**src/design/lcps_pkg.sv**
```systemverilog
// shared types and constants of the led chase pattern sequencer
`default_nettype none

package lcps_pkg;

    localparam int LED_COUNT = 9;
    localparam int LED_W     = LED_COUNT;
    localparam logic [3:0] LED_LAST = 4'(LED_COUNT - 1);

    // chase bases inside the led vector
    localparam logic [3:0] RED_BASE   = 4'd0;
    localparam logic [3:0] GREEN_BASE = 4'd3;
    localparam logic [3:0] BLUE_BASE  = 4'd6;

    // blue pass ends when the step counter reaches this value
    localparam logic [3:0] BLUE_END_STEP = 4'd3;

    localparam logic [7:0] SLOW_PERIOD_RST  = 8'd50;
    localparam logic [7:0] FAST_PERIOD_RST  = 8'd10;
    localparam logic [7:0] TICKS_PER_S_RST  = 8'd100;
    localparam logic [7:0] RGB_HOLD_RST     = 8'd30;
    localparam logic [7:0] GREEN_HOLD_RST   = 8'd5;
    localparam logic [3:0] BLUE_LIMIT_RST   = 4'd10;

    typedef enum logic [2:0] {
        MODE_OFF   = 3'd0,
        MODE_RGB   = 3'd1,
        MODE_GREEN = 3'd2,
        MODE_BLUE  = 3'd3,
        MODE_RED   = 3'd4
    } mode_t;

    typedef enum logic [2:0] {
        CFG_SLOW_PERIOD  = 3'd0,
        CFG_FAST_PERIOD  = 3'd1,
        CFG_TICKS_PER_S  = 3'd2,
        CFG_RGB_HOLD     = 3'd3,
        CFG_GREEN_HOLD   = 3'd4,
        CFG_BLUE_LIMIT   = 3'd5
    } cfg_index_t;

    localparam logic CMD_TICK  = 1'b0;
    localparam logic CMD_WRITE = 1'b1;

    typedef struct packed {
        logic [7:0] slow_period;
        logic [7:0] fast_period;
        logic [7:0] ticks_per_second;
        logic [7:0] rgb_hold_seconds;
        logic [7:0] green_hold_seconds;
        logic [3:0] blue_pass_limit;
    } cfg_t;

    typedef struct packed {
        mode_t            mode;
        logic             init_pending;
        logic [7:0]       step_ticks;
        logic [3:0]       chase_step;
        logic [7:0]       hold_ticks;
        logic [7:0]       hold_seconds;
        logic [3:0]       blue_passes;
        logic [LED_W-1:0] leds;
    } state_t;

    typedef struct packed {
        logic [LED_W-1:0] led_pins;
        logic [2:0]       mode_now;
        logic             net_change_clear;
        logic             mode_buffer_clear;
    } result_t;

endpackage : lcps_pkg

`default_nettype wire

```
**src/design/led_chase_pattern_sequencer_unit.sv**
```systemverilog
// LED chase pattern sequencer: one request is a tick or a mode write, each gives one result.
// A request moves through an input register and then a result register, and one request per
// cycle is taken for as long as the result side does not stall. The sequencer state (mode,
// counters, leds) is updated in the cycle a request leaves the input register, by the single
// pass of lcps_step. A stall on the output holds the result register and backs up into the
// input register and then in_stall. The user must write configuration through cfg_write_en,
// cfg_index and cfg_data only while no request is in flight; the block itself does not enforce
// this. Out-of-range indexes are dropped.
`default_nettype none

module led_chase_pattern_sequencer_unit
    import lcps_pkg::*;
(
    input  wire logic             clk,
    input  wire logic             rst_n,
    input  wire logic             in_valid,
    output logic                  in_stall,
    input  wire logic             command,
    input  wire logic [2:0]       new_mode,
    output logic                  out_valid,
    input  wire logic             out_stall,
    output logic [LED_W-1:0]      led_pins,
    output logic [2:0]            mode_now,
    output logic                  net_change_clear,
    output logic                  mode_buffer_clear,
    input  wire logic             cfg_write_en,
    input  wire logic [2:0]       cfg_index,
    input  wire logic [7:0]       cfg_data
);

    cfg_t       cfg_reg;
    state_t     state_reg;
    state_t     state_next;
    result_t    res_next;
    result_t    res_reg;
    logic       s1_valid_reg;
    logic       s1_cmd_reg;
    logic [2:0] s1_mode_reg;
    logic       out_valid_reg;
    logic       advance;

    assign advance  = !out_valid_reg || !out_stall;
    assign in_stall = s1_valid_reg && !advance;

    always_ff @(posedge clk or negedge rst_n)
    begin
        if (!rst_n)
        begin
            cfg_reg.slow_period        <= SLOW_PERIOD_RST;
            cfg_reg.fast_period        <= FAST_PERIOD_RST;
            cfg_reg.ticks_per_second   <= TICKS_PER_S_RST;
            cfg_reg.rgb_hold_seconds   <= RGB_HOLD_RST;
            cfg_reg.green_hold_seconds <= GREEN_HOLD_RST;
            cfg_reg.blue_pass_limit    <= BLUE_LIMIT_RST;
        end
        else if (cfg_write_en)
        begin
            unique case (cfg_index)
                CFG_SLOW_PERIOD: cfg_reg.slow_period        <= cfg_data;
                CFG_FAST_PERIOD: cfg_reg.fast_period        <= cfg_data;
                CFG_TICKS_PER_S: cfg_reg.ticks_per_second   <= cfg_data;
                CFG_RGB_HOLD:    cfg_reg.rgb_hold_seconds   <= cfg_data;
                CFG_GREEN_HOLD:  cfg_reg.green_hold_seconds <= cfg_data;
                CFG_BLUE_LIMIT:  cfg_reg.blue_pass_limit    <= cfg_data[3:0];
                default:         cfg_reg                    <= cfg_reg;
            endcase
        end
    end

    // input register
    always_ff @(posedge clk or negedge rst_n)
    begin
        if (!rst_n)
        begin
            s1_valid_reg <= 1'b0;
        end
        else if (!in_stall)
        begin
            s1_valid_reg <= in_valid;
        end
    end

    always_ff @(posedge clk)
    begin
        if (in_valid && !in_stall)
        begin
            s1_cmd_reg  <= command;
            s1_mode_reg <= new_mode;
        end
    end

    lcps_step u_step (
        .cur      (state_reg),
        .cfg      (cfg_reg),
        .command  (s1_cmd_reg),
        .new_mode (s1_mode_reg),
        .nxt      (state_next),
        .res      (res_next)
    );

    always_ff @(posedge clk or negedge rst_n)
    begin
        if (!rst_n)
        begin
            state_reg.mode         <= MODE_OFF;
            state_reg.init_pending <= 1'b1;
            state_reg.step_ticks   <= '0;
            state_reg.chase_step   <= '0;
            state_reg.hold_ticks   <= '0;
            state_reg.hold_seconds <= '0;
            state_reg.blue_passes  <= '0;
            state_reg.leds         <= '0;
            out_valid_reg          <= 1'b0;
        end
        else if (advance)
        begin
            out_valid_reg <= s1_valid_reg;
            if (s1_valid_reg)
            begin
                state_reg <= state_next;
            end
        end
    end

    // result register
    always_ff @(posedge clk)
    begin
        if (advance && s1_valid_reg)
        begin
            res_reg <= res_next;
        end
    end

    assign out_valid         = out_valid_reg;
    assign led_pins          = res_reg.led_pins;
    assign mode_now          = res_reg.mode_now;
    assign net_change_clear  = res_reg.net_change_clear;
    assign mode_buffer_clear = res_reg.mode_buffer_clear;

    // a clear pulse always comes with the fall back to off
    a_clear_off: assert property (@(posedge clk) disable iff (!rst_n)
        out_valid && (net_change_clear || mode_buffer_clear) |-> mode_now == MODE_OFF)
        else $error("clear pulse without off mode");

    a_clear_excl: assert property (@(posedge clk) disable iff (!rst_n)
        out_valid |-> !(net_change_clear && mode_buffer_clear))
        else $error("both clear pulses in one result");

    a_step_range: assert property (@(posedge clk) disable iff (!rst_n)
        state_reg.chase_step <= LED_LAST)
        else $error("chase step out of range");

    a_request_moves: assert property (@(posedge clk) disable iff (!rst_n)
        s1_valid_reg && !out_valid_reg |=> out_valid_reg)
        else $error("request lost between input and result register");

endmodule : led_chase_pattern_sequencer_unit

`default_nettype wire

```
**src/design/lcps_step.sv**
```systemverilog
// next-state and result logic for one request of the led chase sequencer
`default_nettype none

module lcps_step
    import lcps_pkg::*;
(
    input  wire state_t     cur,
    input  wire cfg_t       cfg,
    input  wire logic       command,
    input  wire logic [2:0] new_mode,
    output state_t          nxt,
    output result_t         res
);

    function automatic logic [LED_W-1:0] light(
        input logic [LED_W-1:0] leds,
        input logic [3:0]       prev_idx,
        input logic [3:0]       cur_idx
    );
        logic [LED_W-1:0] v;
        v = leds & ~(LED_W'(1) << prev_idx);
        v = v | (LED_W'(1) << cur_idx);
        return v;
    endfunction

    function automatic state_t do_init(input state_t s);
        state_t v;
        v = s;
        v.init_pending = 1'b0;
        v.leds         = '0;
        v.step_ticks   = '0;
        v.chase_step   = '0;
        v.hold_ticks   = '0;
        v.hold_seconds = '0;
        return v;
    endfunction

    // second counter; on expiry the mode falls back to off
    function automatic state_t hold_advance(
        input state_t     s,
        input logic [7:0] secs,
        input logic [7:0] tps
    );
        state_t v;
        v = s;
        v.hold_ticks = v.hold_ticks + 8'd1;
        if (v.hold_ticks >= tps)
        begin
            v.hold_ticks   = '0;
            v.hold_seconds = v.hold_seconds + 8'd1;
            if (v.hold_seconds >= secs)
            begin
                v.hold_seconds = '0;
                v.mode         = MODE_OFF;
                v.init_pending = 1'b1;
            end
        end
        return v;
    endfunction

    // three-led chase at the fast period
    function automatic state_t chase_three(
        input state_t     s,
        input logic [7:0] period,
        input logic [3:0] base
    );
        state_t     v;
        logic [3:0] prev;
        v = s;
        v.step_ticks = v.step_ticks + 8'd1;
        if (v.step_ticks >= period)
        begin
            v.step_ticks = '0;
            v.chase_step = v.chase_step + 4'd1;
            if (v.chase_step > 4'd2)
            begin
                v.chase_step = '0;
            end
        end
        prev = (v.chase_step == 4'd0) ? 4'd2 : v.chase_step - 4'd1;
        if (v.chase_step <= 4'd2)
        begin
            v.leds = light(v.leds, base + prev, base + v.chase_step);
        end
        return v;
    endfunction

    state_t     w;
    logic [3:0] prev9;
    logic       net_clr;
    logic       buf_clr;

    always_comb
    begin
        w       = cur;
        net_clr = 1'b0;
        buf_clr = 1'b0;
        prev9   = '0;
        if (command == CMD_WRITE)
        begin
            if (new_mode <= 3'(MODE_RED))
            begin
                w.mode         = mode_t'(new_mode);
                w.init_pending = 1'b1;
            end
        end
        else
        begin
            unique case (w.mode)
                MODE_OFF:
                begin
                    if (w.init_pending)
                    begin
                        w.init_pending = 1'b0;
                        w.leds         = '0;
                    end
                end
                MODE_RGB:
                begin
                    if (w.init_pending)
                    begin
                        w = do_init(w);
                    end
                    w.step_ticks = w.step_ticks + 8'd1;
                    if (w.step_ticks >= cfg.slow_period)
                    begin
                        w.step_ticks = '0;
                        w.chase_step = w.chase_step + 4'd1;
                        if (w.chase_step > LED_LAST)
                        begin
                            w.chase_step = '0;
                        end
                    end
                    prev9 = (w.chase_step == 4'd0) ? LED_LAST : w.chase_step - 4'd1;
                    if (w.chase_step <= LED_LAST)
                    begin
                        w.leds = light(w.leds, prev9, w.chase_step);
                    end
                    w = hold_advance(w, cfg.rgb_hold_seconds, cfg.ticks_per_second);
                end
                MODE_GREEN:
                begin
                    if (w.init_pending)
                    begin
                        w = do_init(w);
                    end
                    w = chase_three(w, cfg.fast_period, GREEN_BASE);
                    w = hold_advance(w, cfg.green_hold_seconds, cfg.ticks_per_second);
                    // timeout is the only way out of green within a tick
                    net_clr = (w.mode == MODE_OFF);
                end
                MODE_BLUE:
                begin
                    if (w.init_pending)
                    begin
                        w             = do_init(w);
                        w.blue_passes = '0;
                    end
                    w.step_ticks = w.step_ticks + 8'd1;
                    if (w.step_ticks >= cfg.slow_period)
                    begin
                        w.step_ticks = '0;
                        w.chase_step = w.chase_step + 4'd1;
                    end
                    prev9 = (w.chase_step == 4'd0) ? 4'd2 : w.chase_step - 4'd1;
                    if (w.chase_step <= 4'd2)
                    begin
                        w.leds = light(w.leds, BLUE_BASE + prev9, BLUE_BASE + w.chase_step);
                    end
                    else if (w.chase_step == BLUE_END_STEP)
                    begin
                        w.chase_step   = '0;
                        w.mode         = MODE_OFF;
                        w.init_pending = 1'b1;
                        w.blue_passes  = w.blue_passes + 4'd1;
                        if (w.blue_passes >= cfg.blue_pass_limit)
                        begin
                            w.blue_passes = '0;
                            buf_clr       = 1'b1;
                        end
                    end
                end
                MODE_RED:
                begin
                    if (w.init_pending)
                    begin
                        w = do_init(w);
                    end
                    w = chase_three(w, cfg.fast_period, RED_BASE);
                end
                default:
                begin
                    w = cur;
                end
            endcase
        end
    end

    assign nxt                   = w;
    assign res.led_pins          = w.leds;
    assign res.mode_now          = w.mode;
    assign res.net_change_clear  = net_clr;
    assign res.mode_buffer_clear = buf_clr;

endmodule : lcps_step

`default_nettype wire
```
**config.mk**
```make
export PLATFORM = sky130hd
export DESIGN_NAME = led_chase_pattern_sequencer_unit
export DESIGN_NICKNAME = d
export VERILOG_FILES = /design/src/design/lcps_pkg.sv /design/src/design/led_chase_pattern_sequencer_unit.sv /design/src/design/lcps_step.sv
export SDC_FILE = /design/constraint.sdc
export NUM_CORES = 1
export LEC_CHECK = 0
export BUFFER_PORTS_ARGS = -buffer_cell sky130_fd_sc_hd__buf_2
export CORE_ASPECT_RATIO = 0.8
export CORE_UTILIZATION = 40
export DETAILED_ROUTE_END_ITERATION = 8
export GPL_TIMING_DRIVEN = 1
export HOLD_SLACK_MARGIN = 0.03
export PLACE_DENSITY = 0.55
export SLEW_MARGIN = 20
export SYNTH_ARGS = -nofsm -noshare
export SYNTH_HDL_FRONTEND = slang
export SYNTH_SLANG_ARGS = --single-unit
```
**constraint.sdc**
```tcl
create_clock -name clk -period 11.7 [get_ports clk]
set_input_delay 2.34 -clock clk [delete_from_list [all_inputs] [get_ports clk]]
set_output_delay 2.34 -clock clk [all_outputs]
set_load 0.005 [all_outputs]
```
# Word-level counts from Yosys, hierarchy flattened
# Index checks and enable logic that the tools add are counted.
# word_totals
ff_bits,109
input_bits,20
out_inout_bits,16
elab_cells,184
# op_classes
add_sub_neg,21
n_lt_le_gt_ge,17
eq_ne,12
n_shift,8
muxes,59
bitwise,16
n_reduce_logical,29
# op_table
operator,count
$mux 45,8
$mux 12,12
$pmux 32 s4,1
$mux 4,22
$mux 41,2
$shl 1x4->9 const A,8
$add 8x1->8 const B,8
$ge 8x8->1,8
$mux 9,6
$pmux 9 s5,1
$and 9x9->9,4
$not 9->9,4
$or 9x9->9,4
$mux 16,2
$add 4x1->4 const B,5
$logic_not 4->1,4
$mux 8,2
$sub 4x1->4 const B,4
$reduce_and 2->1,7
$eq 3x2->1 const B,4
$le 4x2->1 const B,3
$pmux 3 s4,1
$eq 3x3->1 const B,3
$logic_not 3->1,3
other kinds (23),36

# Logic depth before layout (Yosys ltp)
# Gate-level depths: netlist (run 1).
# logic_depth
ltp_word,19
mapped_depth,26
mapped_depth_nobuf,21

# Cells and area by module
# Synthesis (run 1) repeated with hierarchy kept, for this count alone.
# unflattened
cells_unflattened,965
area_unflattened_um2,9004.9
# modules_own_cells
module,instances,cells_per_inst,area_each_um2,seq_area_each_um2
lcps_step,1,747,4994.8,0.0
led_chase_pattern_sequencer_unit,1,218,4010.1,2839.0

# Worst setup path before layout (run 1)
# No wires, ideal clock.
# synth_path
kind,reg-to-reg
from,register state_reg[41] (netlist bit)
to,"register res_reg, in the netlist led_pins[4], data pin"
setup_ns,0.256
arrival_ns,5.548
required_ns,11.444
path_slack_ns,5.896
path_stages_with_launch,25
n_path_buf,5
period_less_slack_ns,5.804
path_cell_list,dfstp_2 -> clkbuf_1 -> clkbuf_1 -> clkbuf_1 -> clkbuf_1 -> nor2b_1 -> ha_1 -> nand3_1 -> o21ai_0 -> a21oi_1 -> ha_1 -> a21o_1 -> a221oi_2 -> o21ai_1 -> mux2_2 -> ha_1 -> clkbuf_1 -> nor2_1 -> o221ai_1 -> o31a_1 -> nand2_1 -> or3_1 -> a221oi_1 -> a21oi_1 -> a2bb2oi_1
# synth_rtl
element,line_no,source
from (decl),led_chase_pattern_sequencer_unit.sv:32,state_t state_reg;
from (signal assigned),led_chase_pattern_sequencer_unit.sv:120,state_reg <= state_next;
to (signal assigned),led_chase_pattern_sequencer_unit.sv:130,res_reg <= res_next;
to (decl),led_chase_pattern_sequencer_unit.sv:35,result_t res_reg;

==> summary by stage, run 1 <==
Clock tree
The TritonCTS clock tree is built. The insertion delay of the later-clocked pin in the worst-skew pair is approximately 0.36 ns. After clock tree synthesis, the clock-pin slew on the worst setup and hold paths is about 0.08 ns. Counting the buffers created by CTS gives 9. The total number of clock tree sinks is approximately 110.

Once the clock tree was built, the setup fixing pass inserted 0 buffers. The clock passes through at most 2 buffers. In this run the number of H-tree levels came out at 3. The number of buffers inserted by hold repair at cts is 0. Gates resized during post-CTS repair numbered 0. The root cell of the clock tree is sky130_fd_sc_hd__clkbuf_16.

Floorplan
The y dimension of the die is approximately 130 um. The core area is approximately 20000 um2. The die covers around 21000 um2. The standard-cell row count is 46. For this configuration, the core starts out at a cell density of 0.414. In this run the count of I/O pins placed on the die edge is 36.

From left edge to right edge, the die measures 163 um.

Synth
The distinct cell type count of the synthesized netlist is between 90 and 100. In the synthesized netlist, the number of instances is between 900 and 1000. The number of enable-type register cells in the synthesized netlist is 18. The synthesized cell area is 8320 um2. For this run, the register share of the synthesized area comes to 0.341. After synthesis, the share of flip-flops with an asynchronous set or reset is 0.835.

Yosys printed 0 warnings. The leading register cell type out of synthesis is sky130_fd_sc_hd__dfrtp_1. In this run, synthesis produced a sequential element count of 109. The number of nets handed over by synthesis was between 1000 and 1500. After synthesis, the mean cell area works out to a little under 9 um2.

Power and ir drop
Of the total power, the share spent switching nets is 0.427. The internal power consumption is just under 900 uW. The analysis attributes to net switching a power of between 600 and 700 uW. In this run the power density over the cells is approximately 170 nW/um2.

The clock power share is 0.201. The combinational power share is 0.436. For this design the static power due to leakage is ~3.8 nW.

The worst IR drop on VDD is slightly above 0.07 mV. Of the total power, registers draw 0.363. Total power for the finished layout comes to ~1.6 mW.

STA
The setup-violating endpoint count in the final report is 0. The achievable frequency is roughly 160 MHz. The shortest period the worst path allows is ~6.3 ns. Across the routed clock network, the largest skew measured is between 0.009 and 0.01 ns.

Setup repair after global routing left no endpoint under its margin. The worst setup margin is 5.36 ns. The final number of max-transition violations is 0. The total negative slack is 0 ns. For the pin with the worst max-slew slack, the measured transition is about 1.0 ns. The share of the clock period used by the worst path after layout is 0.542. The count of endpoints failing hold in the final timing report is 0.

Hold timing on the final database bottoms out at a slack of 0.505 ns. The tightest slew margin relative to the limit is 0.298.

Final layout
Leaving out fill and tap cells, the most frequent cell in the layout is sky130_fd_sc_hd__nand2_1. The area growth from synthesis to layout is 8.65%. The fraction of layout instances using a drive strength above 1 is 0.127. The count of nets after finishing is roughly 1100. For this run, the share of the core covered by cells in the final layout is 0.450. Leaving out fill and tap cells, the most frequent cells in the layout are 95 x sky130_fd_sc_hd__nand2_1, 80 x sky130_fd_sc_hd__o21ai_0, 74 x sky130_fd_sc_hd__nor2_1, 74 x sky130_fd_sc_hd__dfrtp_1, 68 x sky130_fd_sc_hd__ha_1. The repair_antennas step left the layout with diodes totalling 0. The final-layout fill cell count is ~2000. After routing the design area is about 9000 um2.

The flip-flop count of the largest register, all copies and words added is between 40 and 50. The number of standard cells in the final layout excluding fillers is about 1200.

Place
The count of buffers added on input and output ports is 35. Routability-driven placement finished with a final weighted congestion of 0.932. Including well taps, the total number of placed cells is 1225. OpenSTA, run right after detailed placement, puts the worst setup slack at between 5 and 6 ns. Summed over all nets, the half-perimeter wirelength after detailed placement is 18400 um. In this run the cell area measured after placement is 8750 um2.

Detailed routing
For this block, the initial DRC count from the detailed router was between 700 and 800. After detailed routing, the total wire length is about 24000 um. The post-detailed-route DRC marker count is 0.

The number of detailed-route iterations in the first pass is 5. The detail route stage leaves a number of antenna-violating nets equal to 0. The overall via count from detail_route is around 7300. The wire length per cell is 19.7 um.

The vias per cell is between 5 and 6.

Run
Across the run, the number of max-cap violations was 0.

Worst setup path
The largest fanout on the critical path is 30. The data required time of the worst path is 11.80 ns. The worst register-to-register path ends at led_pins[1]$_DFFE_PP_. The endpoint kind of the worst setup timing path is a flip-flop. Measured in cells, the most critical reg-to-reg path has a length of 18. In this run the worst setup path begins at state_reg[41]$_DFFE_PN1P_. In this run the register-to-register setup slack is 5.36 ns.

The startpoint class of the critical path is a flip-flop. The class of the most critical setup path is reg -> reg. The data arrival at the endpoint of the critical path is roughly 6.5 ns. In this run the critical register-to-register path is launched from state_reg[41]$_DFFE_PN1P_.

GRT
The first global-routing pass estimated ~40000 um of wire. The met1 demand-to-capacity share in global routing is 0.359. The busiest layer in global routing is met1. The met3 routing resource usage after global routing is 0.0638. The total routing usage reported by global routing is 0.240. The via count of the first global-routing pass is roughly 7000. The maximum number of pins on one net before global-route repair is 52. The aggregate global routing overflow is 0. For met2 alone, demand over resource in global routing was 0.338. The initial antenna violation count is 0.

Worst hold path
The path with the worst hold slack has its endpoint at state_reg[4]$_DFFE_PN0P_. In this run the worst hold path is classified as reg -> reg. The number of cells on the worst hold path is 1.

The startpoint of the tightest hold check path is state_reg[4]$_DFFE_PN0P_.

Outcome
The run finished with clean final reports.
## synthesized netlist by cell type (3+ instances only)
library cell,n,area [um2]
sky130_fd_sc_hd__mux2_2,19,214
sky130_fd_sc_hd__a221oi_1,5,43.8
sky130_fd_sc_hd__or3_1,5,31.3
sky130_fd_sc_hd__o21ai_1,5,25.0
sky130_fd_sc_hd__edfxtp_1,18,541
sky130_fd_sc_hd__ha_1,68,851
sky130_fd_sc_hd__nor2b_1,19,119
sky130_fd_sc_hd__nor4_1,7,43.8
sky130_fd_sc_hd__o221ai_1,4,35.0
sky130_fd_sc_hd__nand4b_1,7,61.3
sky130_fd_sc_hd__inv_1,65,244
sky130_fd_sc_hd__o31ai_1,8,60.1
sky130_fd_sc_hd__nand2_1,95,357
sky130_fd_sc_hd__nand2b_1,9,56.3
sky130_fd_sc_hd__a21o_1,25,188
sky130_fd_sc_hd__and3_1,6,37.5
sky130_fd_sc_hd__dfstp_2,17,447
sky130_fd_sc_hd__a22oi_1,5,37.5
sky130_fd_sc_hd__xor2_1,13,114
sky130_fd_sc_hd__buf_2,3,15.0
sky130_fd_sc_hd__nor2_1,74,278
sky130_fd_sc_hd__clkinv_1,3,11.3
sky130_fd_sc_hd__o2111ai_1,7,61.3
sky130_fd_sc_hd__o21ai_0,81,405
sky130_fd_sc_hd__xnor2_1,14,123
sky130_fd_sc_hd__and2_1,5,31.3
sky130_fd_sc_hd__nand4_1,17,106
sky130_fd_sc_hd__o211ai_1,9,67.6
sky130_fd_sc_hd__nand3_1,34,170
sky130_fd_sc_hd__a311o_1,4,40.0
sky130_fd_sc_hd__clkbuf_1,27,101
sky130_fd_sc_hd__o22ai_1,4,25.0
sky130_fd_sc_hd__a211oi_1,5,37.5
sky130_fd_sc_hd__a22o_1,16,140
sky130_fd_sc_hd__o21a_1,6,45.0
sky130_fd_sc_hd__a41oi_1,4,35.0
sky130_fd_sc_hd__a21oi_1,54,270
sky130_fd_sc_hd__nor3_1,25,125
sky130_fd_sc_hd__dfrtp_1,74,1850
sky130_fd_sc_hd__a31oi_1,12,75.1
## power groups by stage
stage | clock, mW | combinational, mW | sequential (mW)
after floorplan | 0 | 0.501 | 0.528
after global placement | 0 | 0.664 | 0.567
after detailed placement | 0 | 0.666 | 0.567
after CTS | 0.325 | 0.669 | 0.561
after global routing | 0.333 | 0.753 | 0.576
final | 0.311 | 0.677 | 0.563
## critical path: stages (launching register included)
cell	delay, ns
sky130_fd_sc_hd__dfstp_2	0.92
sky130_fd_sc_hd__inv_1	0.51
sky130_fd_sc_hd__nand2_1	0.18
sky130_fd_sc_hd__xnor2_1	0.20
sky130_fd_sc_hd__ha_1	0.29
sky130_fd_sc_hd__o21ai_0	0.20
sky130_fd_sc_hd__a21oi_1	0.17
sky130_fd_sc_hd__a211oi_4	0.53
sky130_fd_sc_hd__nor2_1	0.11
sky130_fd_sc_hd__xnor2_1	0.62
sky130_fd_sc_hd__ha_1	0.44
sky130_fd_sc_hd__inv_1	0.18
sky130_fd_sc_hd__o21ai_1	0.18
sky130_fd_sc_hd__mux2i_1	0.08
sky130_fd_sc_hd__or4_1	0.52
sky130_fd_sc_hd__a31oi_2	0.26
sky130_fd_sc_hd__xnor2_1	0.20
sky130_fd_sc_hd__o41ai_2	0.36
sky130_fd_sc_hd__a21oi_1	0.11
## cell families after synthesis
group	after synthesis	share of synthesized area
buffers and inverters	103	0.0486
adder cells (fa/ha/maj)	68	0.102
AO/OA/AOI/OAI	299	0.250
AND/OR/NAND/NOR	320	0.191
multiplexers	26	0.0388
flip-flops	109	0.341
XOR/XNOR	27	0.0284
## per-layer routing
layer	wire (um)	vias up
met1	12400	3533
met2	9940	206
li1	-	3560
met5	0	-
met4	323	0
met3	1810	24
## layout make-up
class                   count  area [um2]  area share
clock buffers              11         243      0.0268
repair buffers             43         238      0.0263
clock inverters             5        51.3     0.00567
well taps                 264         330      0.0365
inverters                  69         262      0.0289
flip-flops and latches    109        2840       0.314
multi-input cells         740        5080       0.562
## worst max path at each step
| stage | cells past startpoint | end |
|---|---|---|
| 2_1_floorplan | 24 | led_pins[4]$_DFFE_PP_ |
| 3_3_place_gp | 18 | led_pins[2]$_DFFE_PP_ |
| 3_5_place_dp | 18 | led_pins[2]$_DFFE_PP_ |
| 4_1_cts | 18 | led_pins[2]$_DFFE_PP_ |
| 5_1_grt | 20 | led_pins[2]$_DFFE_PP_ |
| 6_report | 18 | led_pins[1]$_DFFE_PP_ |
Note: power is estimated with default switching activity, not from simulation.
==> inputs of run 2 (changes only) <==
clock period = 6.4 ns   (was 11.7 ns; I/O delays follow)
==> summary by stage, run 2 (synthesized netlist as in run 1, its figures left out) <==
STA
For the pin with the worst max-slew slack, the measured transition is around 0.97 ns. The routed design could run at a clock period as short as around 5.7 ns. The total negative slack is 0 ns. Setup repair after global routing left no endpoint under its margin. In the finished design, the share of the clock period the worst path needs comes to 0.893. The final hold slack is a little over 0.5 ns.

The count of endpoints failing hold in the final timing report came to 0. For the final database, setup skew stands at roughly 0.017 ns. The worst pin sits at a relative slew slack of 0.350. The final number of max-transition violations came to 0. Setup violations remaining at the end of the flow were counted as 0. The achievable frequency is approximately 170 MHz.

Clock tree
In this run the clock root is driven by a sky130_fd_sc_hd__clkbuf_16. The post-cts repair resize count is 0. Post-CTS timing repair inserted 0 buffers for setup. The number of buffers inserted during clock tree synthesis is 9.

The H-tree was split into 3 levels. The TritonCTS clock tree is built. The total number of clock tree sinks is roughly 110.

The buffer levels on the longest clock path is 2. The number of buffers inserted by hold repair at cts is 0. Clock-pin slew was measured on the worst setup and hold paths at 0.09 ns. The insertion delay of the later-clocked pin in the worst-skew pair is ~0.37 ns.

Power and ir drop
The worst IR drop on VDD is about 0.18 mV. The combinational power share is 0.442. The clock power share is 0.212.

Of the total power, registers draw 0.346. The analysis attributes to cell leakage a power of 3.88 nW. For this design the ratio of total power to cell area is roughly 320 nW/um2. The internal power consumption is 1.66 mW. Of the total power, the share spent switching nets is 0.429.

The net switching power is 1.24 mW.

GRT
The initial antenna violation count is 1. The total routing usage reported by global routing is 0.250. The global-route wire length before repair is approximately 41000 um. The via count of the first global-routing pass is 7134. The maximum number of pins on one net before global-route repair is 53. The aggregate global routing overflow is 0.

Floorplan
The standard-cell row count is 46. The initial core utilization is 0.414. The core region is 20100 um2. In this run the count of I/O pins placed on the die edge is 36. From bottom edge to top edge, the die measures between 100 and 150 um.

The area of the die is approximately 21000 um2. In this run the horizontal extent of the chip is 163 um.

Worst setup path
Data arrives at the worst endpoint at 5.83 ns. STA classifies the critical path startpoint as a flip-flop. STA classifies the critical path endpoint as a flip-flop. The critical path is of the reg -> reg type.

The data required time of the worst path is 6.51 ns. The number of cell instances on the worst register-to-register path is 20. Of all nets on the critical path, the largest fanout is 8.

Detailed routing
The wire length per cell is around 20 um. The detail route stage leaves a number of antenna-violating nets equal to 0. The routed wire length is 25200 um. Using the TritonRoute via totals, the vias-per-cell ratio works out to ~6. For this block, the initial DRC count from the detailed router was slightly above 800. In the routed design, unresolved DRC markers number 0. The pre-antenna-repair detailed-routing pass consisted of 5 iterations. The overall via count from detail_route is around 7400.

Place
After legalization and detailed placement, the total HPWL measured ~19000 um. The cell area reported after detailed placement is ~9000 um2. The congestion estimate from routability-driven global placement came to 0.962. The total of buffers placed on input and output ports is 35.

Including well taps, the total number of placed cells is approximately 1200.

Final layout
In the layout the commonest cells are 95 x sky130_fd_sc_hd__nand2_1, 81 x sky130_fd_sc_hd__o21ai_0, 74 x sky130_fd_sc_hd__nor2_1, 74 x sky130_fd_sc_hd__dfrtp_1, 68 x sky130_fd_sc_hd__ha_1. The flip-flop count of the largest register, all copies and words added is 45. Excluding fillers, the count of instances in the completed layout stands at between 1000 and 1500.

Leaving out fill and tap cells, the most frequent cell in the layout is sky130_fd_sc_hd__nand2_1. After the last flow step, the layout net total stands at between 1000 and 1500. The synthesis-to-layout area growth is 9.83%. The fraction of layout instances using a drive strength above 1 is 0.136. The final design area excluding fillers is between 9000 and 10000 um2.

Outcome
The flow ran to the end, and the final reports show no timing, DRC or antenna violations.

Worst hold path
In this run the worst hold path is classified as reg -> reg. The number of cells on the worst hold path is 2.

Run
The number of max-capacitance violations reported is 0.
[run 2: cell types whose count changed in the layout (fill, tap and decap cells not counted), sizes merged]
cell      before  now
buf           43   51
clkbuf        11   10
clkinv         6    5
clkinvlp       0    2
diode          0    1
[run 2: critical path: stages (launching register included)]
cell                        delay, ns
sky130_fd_sc_hd__dfrtp_1         0.37
sky130_fd_sc_hd__nor2b_1         0.35
sky130_fd_sc_hd__ha_1            0.26
sky130_fd_sc_hd__nand3_1         0.13
sky130_fd_sc_hd__or3_1           0.33
sky130_fd_sc_hd__a21oi_1         0.31
sky130_fd_sc_hd__ha_1            0.31
sky130_fd_sc_hd__a21o_1          0.18
sky130_fd_sc_hd__a221o_1         0.40
sky130_fd_sc_hd__a21oi_2         0.32
sky130_fd_sc_hd__a21oi_1         0.22
sky130_fd_sc_hd__inv_1           0.16
sky130_fd_sc_hd__ha_1            0.34
sky130_fd_sc_hd__nor2_1          0.09
sky130_fd_sc_hd__o221ai_1        0.26
sky130_fd_sc_hd__o31a_1          0.36
sky130_fd_sc_hd__nand2_1         0.15
sky130_fd_sc_hd__or3_1           0.39
sky130_fd_sc_hd__a221oi_1        0.25
sky130_fd_sc_hd__a21oi_1         0.14
sky130_fd_sc_hd__a2bb2oi_1       0.16
[run 2: worst paths after layout]
path | startpoint | endpoint | slack, ns
worst min-delay path | state_reg[9]$_DFFE_PN0P_ | state_reg[9]$_DFFE_PN0P_ | 0.51
worst min register to register | state_reg[9]$_DFFE_PN0P_ | state_reg[9]$_DFFE_PN0P_ | 0.51
worst max-delay path | state_reg[33]$_DFFE_PN0P_ | led_pins[4]$_DFFE_PP_ | 0.68
max in group asynchronous | rst_n | state_reg[7]$_DFFE_PN0P_ | 4.34
min in group asynchronous | rst_n | state_reg[32]$_DFFE_PN0P_ | 0.91
worst max register to register | state_reg[33]$_DFFE_PN0P_ | led_pins[4]$_DFFE_PP_ | 0.68
[run 2: per-stage QoR]
step            util  worst slack, ns  total power, mW
6_report       0.455            0.682             2.90
5_1_grt        0.455            0.212             3.12
4_1_cts        0.455            0.733             2.90
3_5_place_dp   0.438            0.763             2.27
3_3_place_gp   0.438            0.850             2.27
2_1_floorplan      -            0.596             1.88
[run 2: cell type report]
class                      instances  area [um2]
antenna                            1        2.50
clock buffer                      10         250
clock inverter                     6        75.1
fill                            1963       10900
inverter                          69         262
multi-input combinational        740        5080
sequential                       109        2840
tap                              264         330
timing repair buffer              51         298
[run 2: layer usage]
| layer | vias to the layer above | global-route usage | share of wire |
|---|---|---|---|
| li1 | 3576 | - | - |
| met1 | 3536 | 0.371 | 0.50 |
| met2 | 248 | 0.355 | 0.41 |
| met3 | 32 | 0.0666 | 0.079 |
| met4 | 0 | 0.0616 | 0.013 |
| met5 | - | 0 | 0 |
[run 2: power by group through the flow]
| stage | registers, mW | clock network, mW | logic [mW] |
|---|---|---|---|
| 2_1_floorplan | 0.965 | 0 | 0.916 |
| 3_3_place_gp | 1.01 | 0 | 1.25 |
| 3_5_place_dp | 1.01 | 0 | 1.26 |
| 4_1_cts | 1.00 | 0.630 | 1.27 |
| 5_1_grt | 1.03 | 0.655 | 1.44 |
| 6_report | 1.00 | 0.615 | 1.28 |
